## src/design/ek_bfs_mem.sv

```systemverilog
// ek_bfs_mem: search queue and predecessor stores of the breadth-first search
// depends on nothing
module ek_bfs_mem #(
    parameter int NW = 8
) (
    input  logic          clk,
    input  logic          q_we,
    input  logic [NW-1:0] q_waddr,
    input  logic [NW-1:0] q_wdata,
    input  logic [NW-1:0] q_raddr,
    output logic [NW-1:0] q_rdata,
    input  logic          p_we,
    input  logic [NW-1:0] p_waddr,
    input  logic [NW-1:0] p_wdata,
    input  logic [NW-1:0] p_raddr,
    output logic [NW-1:0] p_rdata
);

    localparam int DEPTH = 1 << NW;

    logic [NW-1:0] queue_mem [DEPTH];
    logic [NW-1:0] pred_mem  [DEPTH];

    // queue: write at tail, registered read at head
    always_ff @(posedge clk)
    begin
        if (q_we)
        begin
            queue_mem[q_waddr] <= q_wdata;
        end
        q_rdata <= queue_mem[q_raddr];
    end

    // predecessor: write on discovery, registered read on path walk
    always_ff @(posedge clk)
    begin
        if (p_we)
        begin
            pred_mem[p_waddr] <= p_wdata;
        end
        p_rdata <= pred_mem[p_raddr];
    end

endmodule

```

## config.mk

```make
export PLATFORM = sky130hd
export DESIGN_NAME = ek_bfs_mem
export DESIGN_NICKNAME = d
export VERILOG_FILES = /design/src/design/ek_bfs_mem.sv
export SDC_FILE = /design/constraint.sdc
export NUM_CORES = 2
export LEC_CHECK = 0
export BUFFER_PORTS_ARGS = -buffer_cell sky130_fd_sc_hd__buf_2
export CAP_MARGIN = 20
export CORE_ASPECT_RATIO = 1.4
export CORE_MARGIN = 5
export CORE_UTILIZATION = 25
export DETAILED_ROUTE_END_ITERATION = 8
export PLACE_DENSITY_LB_ADDON = 0.05
export SKIP_LAST_GASP = 1
export SLEW_MARGIN = 20
export SYNTH_ARGS = -nofsm -noshare
export SYNTH_HDL_FRONTEND = slang
export SYNTH_SLANG_ARGS = --single-unit
```

## constraint.sdc

```tcl
create_clock -name clk -period 2.5 [get_ports clk]
set_input_delay 0.125 -clock clk [delete_from_list [all_inputs] [get_ports clk]]
set_output_delay 0.125 -clock clk [all_outputs]
set_load 0.005 [all_outputs]
```

==> metrics.txt <==
io pins=67; Hold EP=queue_mem[73][6]$_DFFE_PP_; CP Class=flip-flop to flip-flop; Routed wire per std cell=30.29 um; DRC=0; Synth Area in XOR/XNOR=0%; Reg area=0.1233 mm2; synthesized flop and latch total=4112; Clock transition at path regs=60 ps; area of the multi-input gates=~0.034 mm2; Post-Synth Simple-Gate Area=2.699%; worst hold path class=input port to flip-flop; non-filler cells, final=18100; Mapped Cells=approximately 7600; Clock Sinks=4112; final net count=about 9400; fillcell total=61740; worst vdd ir=around 0.58 mV; Tightest Pin Transition=988.0 ps; Clock Tree Buf Depth=4; Synth top area share=76.97%; DIE WIDTH=685.7 um; top cells by area, synth=edfxtp_1 (77%), mux4_2 (11%), mux2i_1 (2.0%); minimum clock period=roughly 2500 ps; hold path depth=2; crit path DAT=3380 ps; status=complete, no violations; TritonCTS clock tree=yes; post-synthesis mux area share=14.48%; vias per cell=roughly 4.5; main combinational cell family by area after synthesis=multiplexers; Leakage Power=63.98 nW; mean post-synth cell area=roughly 21 um2; Post-synth top flop=edfxtp_1; initial core utilization=25.07%; clock skew=between 50 and 60 ps; r2r setup slk=between 20 and 30 ps; fin crit share=roughly 99%; grt ovf=0; global placement routability congestion=0.7744; number of synthesized flops with an enable pin=roughly 4100; Root Buffer=clkbuf_16; Seq/Total Area, Yosys=between 70 and 80%; R2R Path Start=queue_mem[22][6]$_DFFE_PP_; H-tree depth=5; post-detail-place hpwl=372900 um; Core Box Area=0.6374 mm2; Pre-Repair DR Iteration Count=7; Synth Area in Adders=0%; Die Height=about 960 um; max_cap viols=0; Clock Latency Late Sink=1030 ps; total wire length=about 550000 um; first-pass GRT wire length=751300 um; Syn Std Cell Area=roughly 0.16 mm2; Row Count=347; fraction of registers with async set or reset after synthesis=0%; pin count of the biggest net entering global routing=93; Fmax=0.4043 GHz; dpl cells=17220; Rel. slew slack=about 34%; Critical R2R Capture=q_rdata[6]$_DFF_P_; detailed-route via count=81530; Worst Setup End Kind=flip-flop; post-synth top area cell=edfxtp_1; yosys warns=0; port buffer count=66; post-CTS setup repair buffer count=0; syn_nets=7652; Design Power=around 150 mW; Worst Path Required=3400 ps; setup violators final=0; number of global-route vias before repair=87960; Netlist cell types=70; Global Route Usage Sum=16.34%; Routed Antenna Nets=0; share of layout cells above drive strength 1=roughly a third; RSZ-0062 raised after global routing=true; fin. max-slew vios=0; startpoint types=flip-flop; hold path start=q_wdata[6]; Worst Setup SP=queue_mem[22][6]$_DFFE_PP_; post-synthesis compound-gate area fraction=3.683%; TritonCTS buffer count=~440; CP Max Fanout=1; 1st-iter DRT viols=5456; Total Die Area=0.6555 mm2; R2R cell count=8; Hold Fails Final Rpt=0; initial antenna violation count=31; P&R area growth vs syn=23.67%; Cell Pwr Density=762.7 mW/mm2
[registers in the layout (all words and copies together) (netlist names)]
signal	cells
pred_mem	2048
p_rdata	8
q_rdata	8
queue_mem	2048
[stage by stage]
step | TNS [ps] | hold slack [ps] | utilization [%] | worst slack [ps] | cell area, um2
floorplan | 0 | 223.9 | - | 194.0 | 159800
global placement | -13690 | 524.6 | 28.68 | -1700 | 182800
detailed placement | -12620 | 523.9 | 28.68 | -1460 | 182800
CTS | -236.7 | 2.496 | 31.00 | -236.7 | 197600
global route | -65.79 | 57.02 | 31.00 | -34.29 | 197600
finish | 0 | 102.4 | 31.01 | 26.54 | 197600
[metal layers]
layer / vias to the layer above / track usage, % / routed length, um
met5: - / 0 / 14
met1: 44050 / 18.92 / 211100
li1: 35380 / - / -
met2: 1521 / 31.79 / 305400
met4: 2 / 4.000 / 15020
met3: 573 / 1.773 / 16740
[how the worst max path moves through the flow]
stage               slack, ps                          to  cells past startpoint
floorplan                 190  queue_mem[88][0]$_DFFE_PP_                      5
global placement        -1700          q_rdata[0]$_DFF_P_                     12
detailed placement      -1460          q_rdata[0]$_DFF_P_                     12
CTS                      -240          q_rdata[0]$_DFF_P_                      9
global route              -30          q_rdata[6]$_DFF_P_                      8
finish                     30          q_rdata[6]$_DFF_P_                      8
[worst max-delay path: stages, from the launching register on]
cell and delay [ps]:
edfxtp_1 360, mux4_2 480, a22o_1 270, a221oi_4 300, buf_6 160, o22ai_1 60, or4_4 560, o21ai_4 110
a211oi_1 80
[placed cells by master, fill, tap and decap left out, types with 27 or more instances in the layout]
cell type      netlist  final
clkbuf_1           161     91
a221oi_1            31     27
a22oi_1            282    279
nand2b_1            30     29
nor3_1              55     50
clkinv_2             0     84
mux4_1              74     72
buf_12              17    212
edfxtp_1          4096   4096
clkbuf_16            0    448
clkinv_1             0    112
nand2_1            148    129
nor2_1             590    585
a22o_1              53     52
o21ai_0             77     75
dlygate4sd3_1        0     46
o22ai_1             76     76
bufinv_16            0     42
buf_4               51   1417
a21oi_1            139    137
mux2i_1            317    317
buf_2              110     44
mux4_2             788    790
nand3_1             48     39
o221ai_1            56     56
[cell type report]
class	count	area share [%]
Antenna cell	14	0.01773
Clock buffer	539	5.846
Clock inverter	283	1.293
Inverter	5	0.009497
Multi-Input combinational cell	3030	17.10
Sequential cell	4112	62.40
Tap cell	8376	5.303
Timing Repair Buffer	1740	8.033
[repair_timing]
| action | CTS | global route |
|---|---|---|
| pin swaps | 6 | 4 |
| resized for setup | 34 | 7 |
| hold buffers | 46 | 0 |
| endpoints found under the setup margin | 12 | 6 |
| cloned | 0 | 0 |
| hold endpoints to repair | 4929 | 0 |
[power breakdown]
part	internal (mW)	switching [mW]
sequential	76.0	0.141
combinational	3.67	5.76
clock	37.1	28.1
[kinds of logic after synthesis]
group                  count (synthesis)
AO/OA/AOI/OAI                        832
multiplexers                        1203
buffers and inverters                459
AND/OR/NAND/NOR                      995
flip-flops                          4112
[cells in the mapped netlist (5+ instances only)]
| cell | instances |
|---|---|
| edfxtp_1 | 4096 |
| mux4_2 | 788 |
| nor2_1 | 590 |
| mux2i_1 | 317 |
| a22oi_1 | 282 |
| clkbuf_1 | 161 |
| nand2_1 | 148 |
| a21oi_1 | 139 |
| buf_2 | 110 |
| o21ai_0 | 77 |
| o22ai_1 | 76 |
| mux4_1 | 74 |
| o221ai_1 | 56 |
| nor3_1 | 55 |
| a22o_1 | 53 |
| buf_6 | 52 |
| buf_4 | 51 |
| nand3_1 | 48 |
| nor2b_1 | 32 |
| a221oi_1 | 31 |
| buf_8 | 30 |
| nand2b_1 | 30 |
| a211oi_1 | 27 |
| mux2_2 | 24 |
| buf_1 | 21 |
| nor4_1 | 21 |
| buf_12 | 17 |
| o211ai_1 | 17 |
| dfxtp_1 | 16 |
| a31oi_1 | 15 |
| nand4_1 | 14 |
| o22a_1 | 11 |
| or2_2 | 9 |
| or4_1 | 7 |
| and2_1 | 6 |
| clkbuf_8 | 6 |
| or3_1 | 6 |
| a2111oi_0 | 5 |
| a211o_1 | 5 |
| a221oi_2 | 5 |
| clkbuf_4 | 5 |
| inv_1 | 5 |
| o41ai_1 | 5 |
Power figures use the tool's default switching activity.
