## src/design/ek_alu.sv

```systemverilog
// ek_alu: the one shared add/subtract and compare unit of the engine
// depends on nothing
module ek_alu #(
    parameter int RW = 34
) (
    input  logic signed [RW-1:0] a,
    input  logic signed [RW-1:0] b,
    input  logic signed [RW-1:0] c,
    input  logic signed [RW-1:0] d,
    output logic signed [RW-1:0] res,
    output logic                 pos,
    output logic                 lt
);

    // a - b + c, sign and compare against d
    always_comb
    begin
        res = a - b + c;
        pos = (res > 0);
        lt  = (res < d);
    end

endmodule

```

## config.mk

```make
export PLATFORM = sky130hd
export DESIGN_NAME = ek_alu
export DESIGN_NICKNAME = d
export VERILOG_FILES = /design/src/design/ek_alu.sv
export SDC_FILE = /design/constraint.sdc
export NUM_CORES = 1
export LEC_CHECK = 0
export BUFFER_PORTS_ARGS = -buffer_cell sky130_fd_sc_hd__buf_2
export CAP_MARGIN = 20
export CORE_MARGIN = 3
export CORE_UTILIZATION = 40
export DETAILED_ROUTE_END_ITERATION = 12
export GPL_ROUTABILITY_DRIVEN = 0
export GPL_TIMING_DRIVEN = 0
export PLACE_DENSITY = 0.76
export RECOVER_POWER = 50
export SLEW_MARGIN = 20
export SYNTH_ARGS = -nofsm -noshare
export SYNTH_HDL_FRONTEND = slang
export SYNTH_SLANG_ARGS = --single-unit
```

## constraint.sdc

```tcl
create_clock -name vclk -period 13.1
set_input_delay 1.965 -clock vclk [all_inputs]
set_output_delay 1.965 -clock vclk [all_outputs]
set_load 0.05 [all_outputs]
```

==> reports/metrics.cfg, run 1 <==
[floorplan]
num_rows=36
die-area_um2=11600
core_um2=9910
die_y_um=108
top_level_ports=172
die_x_um=108
start_util=0.418

[layout]
drive_gt1_frac=0.219
seqCellArea_um2=0
flops_and_latches=0
nets=1008
antenna_cells=0
syn2layout_area_growth_pct=24.2
instances_no_fill=903
nClkBuffers=0
fin_area_um2=5140

[sta]
relSlewSlack=0.534
layout_setup_ws_ns=4.37
setup_viol=0
slew_violations=0
period_share=0.667
rsz0062_at_grt=no
hold_viol_final=0
fmax_ghz=0.115
tns_ns=0
post-route-min-period_ns=8.73
worstMarginPinSlew_ns=0.693

[routing]
final_antenna_net_count=0
routedWlPerCell_um=12.6
wl_um=11300
drc_errors=0
drt_pass1_iterations=4
drt-initial-drc-count=131
via_per_inst=4.94
vias=4458

[grt]
grt.met3_usage=0.0138
first_global_vias=4238
overflow=0
grtUsageTotal=0.190
groute.layer.met2.usage=0.351
grt_max_degree=11
busiest_layer=met2
grt_pass1_wl_um=18700
grt_use_met1=0.249
antenna_found_initial=0

[hold_path]
hp-class=input port to primary output

[setup_path]
worst-path-buf-inv=4
cpMaxStageDelayCell=o31ai_1
worst_setup_path_end_kind=primary output
cp.required_ns=11.14
cp_top_family=compound AO/OA/AOI/OAI gates
path_cells=buf_2, inv_1, fa_1, inv_1, ha_1, nand2_1, o31ai_1, o21ai_0, a211oi_1, nor4b_1, a311oi_1, ha_1, nor2b_1, o21ai_0, nand2b_1, a21oi_1, o21ai_0, a21oi_1, o22a_1, buf_2
setup.worst_path.start_class=input port
path_class=input port to primary output
cp_common_cell=o21ai_0
path_max_fanout=4
cp_data_arrival_time_ns=6.77
max_stage_delay_ns=0.62

[logic_synthesis]
synth_cell_types=57
syn_area_per_cell_um2=6.92
synthCells=598
syn_area_um2=4140
synth_top_area_share=0.203
synth_top_area_cell=ha_1
seq_area_frac_synth=0
synth_area_leaders=ha_1, inv_1, fa_1, a21oi_1, a21o_1
ys_warn_count=0
syn-num-nets=834

[power_and_ir_drop]
p_leak_nw=3.09
pwr-share-comb=1.000
power_frac_seq=0
total_power_mw=0.689
switching_share=0.692
peakVddDrop_uv=87.9
powerDensity_nw_per_um2=134
p_clk_frac=0
power.switching_mw=0.476
p_int_mw=0.212

[cts]
cts-resized-gates=0
cts_hold_buf=0
postCtsSetupBuffers=0

[place]
io_buffers=172
hpwlAfterDp_um=10400
dp_cells=903
place_worst_setup_slack_ns=4.62
place_area_um2=5160

[run_status]
status=finished clean

[flow_run]
drv_cap=0

## layer usage
layer	up-vias	wire length (um)	part of all wire
li1	2325	-	-
met1	1995	5050	0.45
met2	126	5520	0.49
met3	12	639	0.056
met4	0	131	0.012
met5	-	0	0
## worst paths after layout
| kind | from | endpoint | slack, ns | depth (start not counted) |
|---|---|---|---|---|
| min | a[0] | res[0] | 4.57 | 3 |
| max | a[3] | lt | 4.37 | 20 |
## tightest hold or removal path: stages
cell	delay [ns]
buf_2	0.08
ha_1	0.25
clkbuf_1	0.30
## power by group through the flow
stage | combinational [mW] | clock [mW] | sequential, mW
2_1_floorplan | 0.523 | 0 | 0
3_3_place_gp | 0.687 | 0 | 0
3_5_place_dp | 0.693 | 0 | 0
4_1_cts | 0.696 | 0 | 0
5_1_grt | 0.759 | 0 | 0
6_report | 0.689 | 0 | 0
## final cells by class
class	count	area [um^2]
Fill cell	1067	4770
Timing Repair Buffer	172	840
Buffer	14	55.1
Multi-Input combinational cell	405	3410
Inverter	179	672
Tap cell	133	166
## metrics by stage
step | util | hold slack (ns)
5_1_grt | 0.519 | 4.59
3_5_place_dp | 0.521 | 4.47
2_1_floorplan | - | 4.32
4_1_cts | 0.521 | 4.47
3_3_place_gp | 0.521 | 4.46
6_report | 0.519 | 4.57
## cell usage in the layout (no fill, tap or decap), drive strengths merged, types with 5 or more instances in the layout
cell,instances
ha,67
o211ai,5
a21o,22
xnor2,13
a211oi,8
nand2b,9
fa,33
and3,6
a2111oi,5
clkbuf,29
inv,179
nand3,10
nand2,27
nand4,11
xor2,10
buf,157
a31oi,10
a21oi,44
nor2,29
nor3,5
o21ai,27
## cells by family (layout without fill, tap and decap cells)
kind of cell	Yosys count	in the layout	share of synthesized area
xor gates and xnor gates	23	23	0.0487
and+or+nand+nor	129	129	0.164
adders and majority gates	100	100	0.362
buffers and inverters	193	365	0.176
AOI/OAI and AO/OA	149	149	0.239
muxes	4	4	0.0103
## synthesized netlist by cell type, types with 2 or more instances
library cell / number
a21o_1: 22
ha_1: 67
a2111oi_0: 4
nor2b_1: 4
nand4_1: 11
o21a_1: 2
xor2_1: 10
nor3_1: 5
a41oi_1: 2
nor4_1: 4
nor2_1: 29
a21boi_0: 2
o21ai_0: 27
o2111ai_1: 4
and3_1: 6
buf_2: 2
or2_2: 4
mux2i_1: 2
a211oi_1: 7
a21oi_1: 44
nand2b_1: 9
nand3_1: 10
o211ai_1: 5
clkbuf_1: 12
nand2_1: 27
or3_1: 4
xnor2_1: 13
and2_1: 4
mux2_2: 2
o211a_1: 2
o21bai_1: 4
fa_1: 33
o221ai_1: 2
and4b_1: 2
inv_1: 179
nand4b_1: 2
a31oi_1: 10
Note: power is estimated with default switching activity, not from simulation.
==> run 2, diff against run 1 <==
ABC_AREA = 1   (was not set)
clock period = 8 ns   (was 13.1 ns; I/O delays follow)
==> run 2 against run 1 <==
Net effect: hold slack got worse by 1.6 ns; critical path depth increased by 7; global-route usage decreased by 1.3 points; sequential share of layout area unchanged; largest power group unchanged.
==> reports/metrics.cfg, run 2 <==
[layout]
antenna_cells=0  ; unchanged
nets=1324  ; was 1008
flops_and_latches=0  ; unchanged
final_cell_mix=inv_1, nand2_1, buf_2, ha_1, nor2_1  ; was inv_1, buf_2, ha_1, a21oi_1, fa_1
nClkBuffers=0  ; unchanged
syn2layout_area_growth_pct=20.9  ; was 24.2%
final_core_util=0.501  ; was 0.519
final.fill_count=1344  ; was 1067
multi_input_area_um2=3820  ; was 3410 um^2
seqCellArea_um2=0  ; unchanged
final_common_cell=inv_1  ; unchanged
drive_gt1_frac=0.184  ; was 0.219

[hold_path]
hp-class=input port to primary output  ; unchanged

[power_and_ir_drop]
total_power_mw=1.12  ; was 0.689 mW
power_frac_seq=0  ; about the same
p_leak_nw=4.16  ; was 3.09 nW
p_int_mw=0.321  ; was 0.212 mW
switching_share=0.713  ; was 0.692
peakVddDrop_uv=50.3  ; was 87.9 uV
powerDensity_nw_per_um2=184  ; was 134 nW/um^2
power.switching_mw=0.797  ; was 0.476 mW
pwr-share-comb=1.000  ; about the same
p_clk_frac=0  ; about the same

[routing]
final_antenna_net_count=0  ; unchanged
drc_errors=0  ; unchanged
drt-initial-drc-count=239  ; was 131
via_per_inst=4.46  ; was 4.94
routedWlPerCell_um=10.1  ; was 12.6 um
wl_um=12700  ; was 11300 um
drt_pass1_iterations=5  ; was 4
vias=5587  ; was 4458

[floorplan]
num_rows=40  ; was 36
die-area_um2=13900  ; was 11600 um^2
start_util=0.414  ; was 0.418
die_x_um=118  ; was 108 um
top_level_ports=172  ; unchanged
core_um2=12100  ; was 9910 um^2
die_y_um=118  ; was 108 um

[place]
place_worst_setup_slack_ns=1.65  ; was 4.62 ns
io_buffers=172  ; unchanged
hpwlAfterDp_um=11900  ; was 10400 um

[sta]
fmax_ghz=0.157
setup_viol=0  ; unchanged
rsz0062_at_grt=no  ; unchanged
worstMarginPinSlew_ns=0.646  ; was 0.693 ns
layout_setup_ws_ns=1.62  ; was 4.37 ns
slew_violations=0  ; unchanged
period_share=0.798
hold_viol_final=0  ; unchanged
whs_ns=3.00  ; was 4.57 ns
post-route-min-period_ns=6.38
relSlewSlack=0.571  ; was 0.534
tns_ns=0  ; unchanged

[grt]
grtUsageTotal=0.177  ; was 0.190
overflow=0  ; unchanged
grt_pass1_wl_um=21700  ; was 18700 um
grt_max_degree=9  ; was 11
antenna_found_initial=0  ; unchanged
first_global_vias=5144  ; was 4238

[logic_synthesis]
seq_area_frac_synth=0  ; unchanged
syn_area_um2=5010  ; was 4140 um^2
synth_area_leaders=inv_1, nand2_1, ha_1, fa_1, nand3_1  ; was ha_1, inv_1, fa_1, a21oi_1, a21o_1
synth_top_area_cell=inv_1  ; was ha_1
synthCells=914  ; was 598
synth_cell_types=35  ; was 57
ys_warn_count=0  ; unchanged
syn_area_per_cell_um2=5.49  ; was 6.92 um^2
yosysMostFrequentCell=inv_1  ; unchanged
synth_top_area_share=0.231  ; was 0.203
synthTopCellsByCount=inv_1, nand2_1, ha_1  ; was inv_1, ha_1, a21oi_1
syn-num-nets=1150  ; was 834

[cts]
cts-resized-gates=0  ; unchanged
postCtsSetupBuffers=0  ; unchanged
cts_hold_buf=0  ; unchanged

[setup_path]
worst_setup_path_end_kind=primary output  ; unchanged
path_max_fanout=3  ; was 4
path_class=input port to primary output  ; unchanged
cp.required_ns=6.80  ; was 11.14 ns
cp_data_arrival_time_ns=5.18  ; was 6.77 ns
setup.worst_path.start_class=input port  ; unchanged

[flow_run]
drv_cap=0  ; unchanged

[run_status]
status=finished clean  ; unchanged

run 2: cells by family after synthesis:
family	count (synthesis)	synth area share
AND/OR/NAND/NOR	435	0.388
buffers and inverters	316	0.238
adder cells (fa/ha/maj)	100	0.299
AO/OA/AOI/OAI	57	0.0646
XOR/XNOR	6	0.0105
run 2: path summary, 6_finish.rpt:
check / depth (start not counted) / startpoint / end
hold / removal: 3 / a[0] / res[0]
setup / recovery: 27 / a[1] / lt
run 2: critical path: stages:
cell and delay (ns):
buf_2 0.07, inv_1 0.04, fa_1 0.52, fa_1 0.47, inv_1 0.14, nand3_1 0.10, nand2_1 0.15, nand2_1 0.09
nand2_1 0.14, nand3_2 0.11, nand3_2 0.09, nand2_1 0.10, nand2_1 0.08, nand2_1 0.05, nand2_1 0.08, inv_1 0.07
ha_1 0.26, nand2_1 0.04, inv_1 0.06, nand3_1 0.08, nor3_1 0.26, and3_1 0.25, o2111ai_1 0.21, nand3_1 0.15
nand2_1 0.05, nand2_1 0.05, buf_2 0.26
run 2: layout make-up:
| type | instances | area share |
|---|---|---|
| Multi-Input combinational cell | 598 | 0.630 |
| Timing Repair Buffer | 172 | 0.138 |
| Inverter | 315 | 0.195 |
| Tap cell | 168 | 0.0347 |
| Buffer | 1 | 0.00186 |
run 2: power by group through the flow:
stage	combinational [mW]	clock, mW	sequential [mW]
after global routing	1.25	0	0
final	1.12	0	0
after floorplan	0.859	0	0
after CTS	1.13	0	0
after detailed placement	1.13	0	0
after global placement	1.11	0	0
run 2: metrics by stage:
stage          cell area [um^2]  std cells
5_1_grt                    6060       1254
3_5_place_dp               6080       1254
3_3_place_gp               6080       1254
2_1_floorplan              5010        914
6_report                   6060       1254
4_1_cts                    6080       1254
run 2: per-layer routing:
metal / GRT usage / routed length, um / up-vias
met1: 0.244 / 6070 / 2417
met5: 0 / 0 / -
met3: 0.0101 / 738 / 2
met2: 0.321 / 5880 / 147
li1: - / - / 3021
met4: 0.00806 / 23 / 0
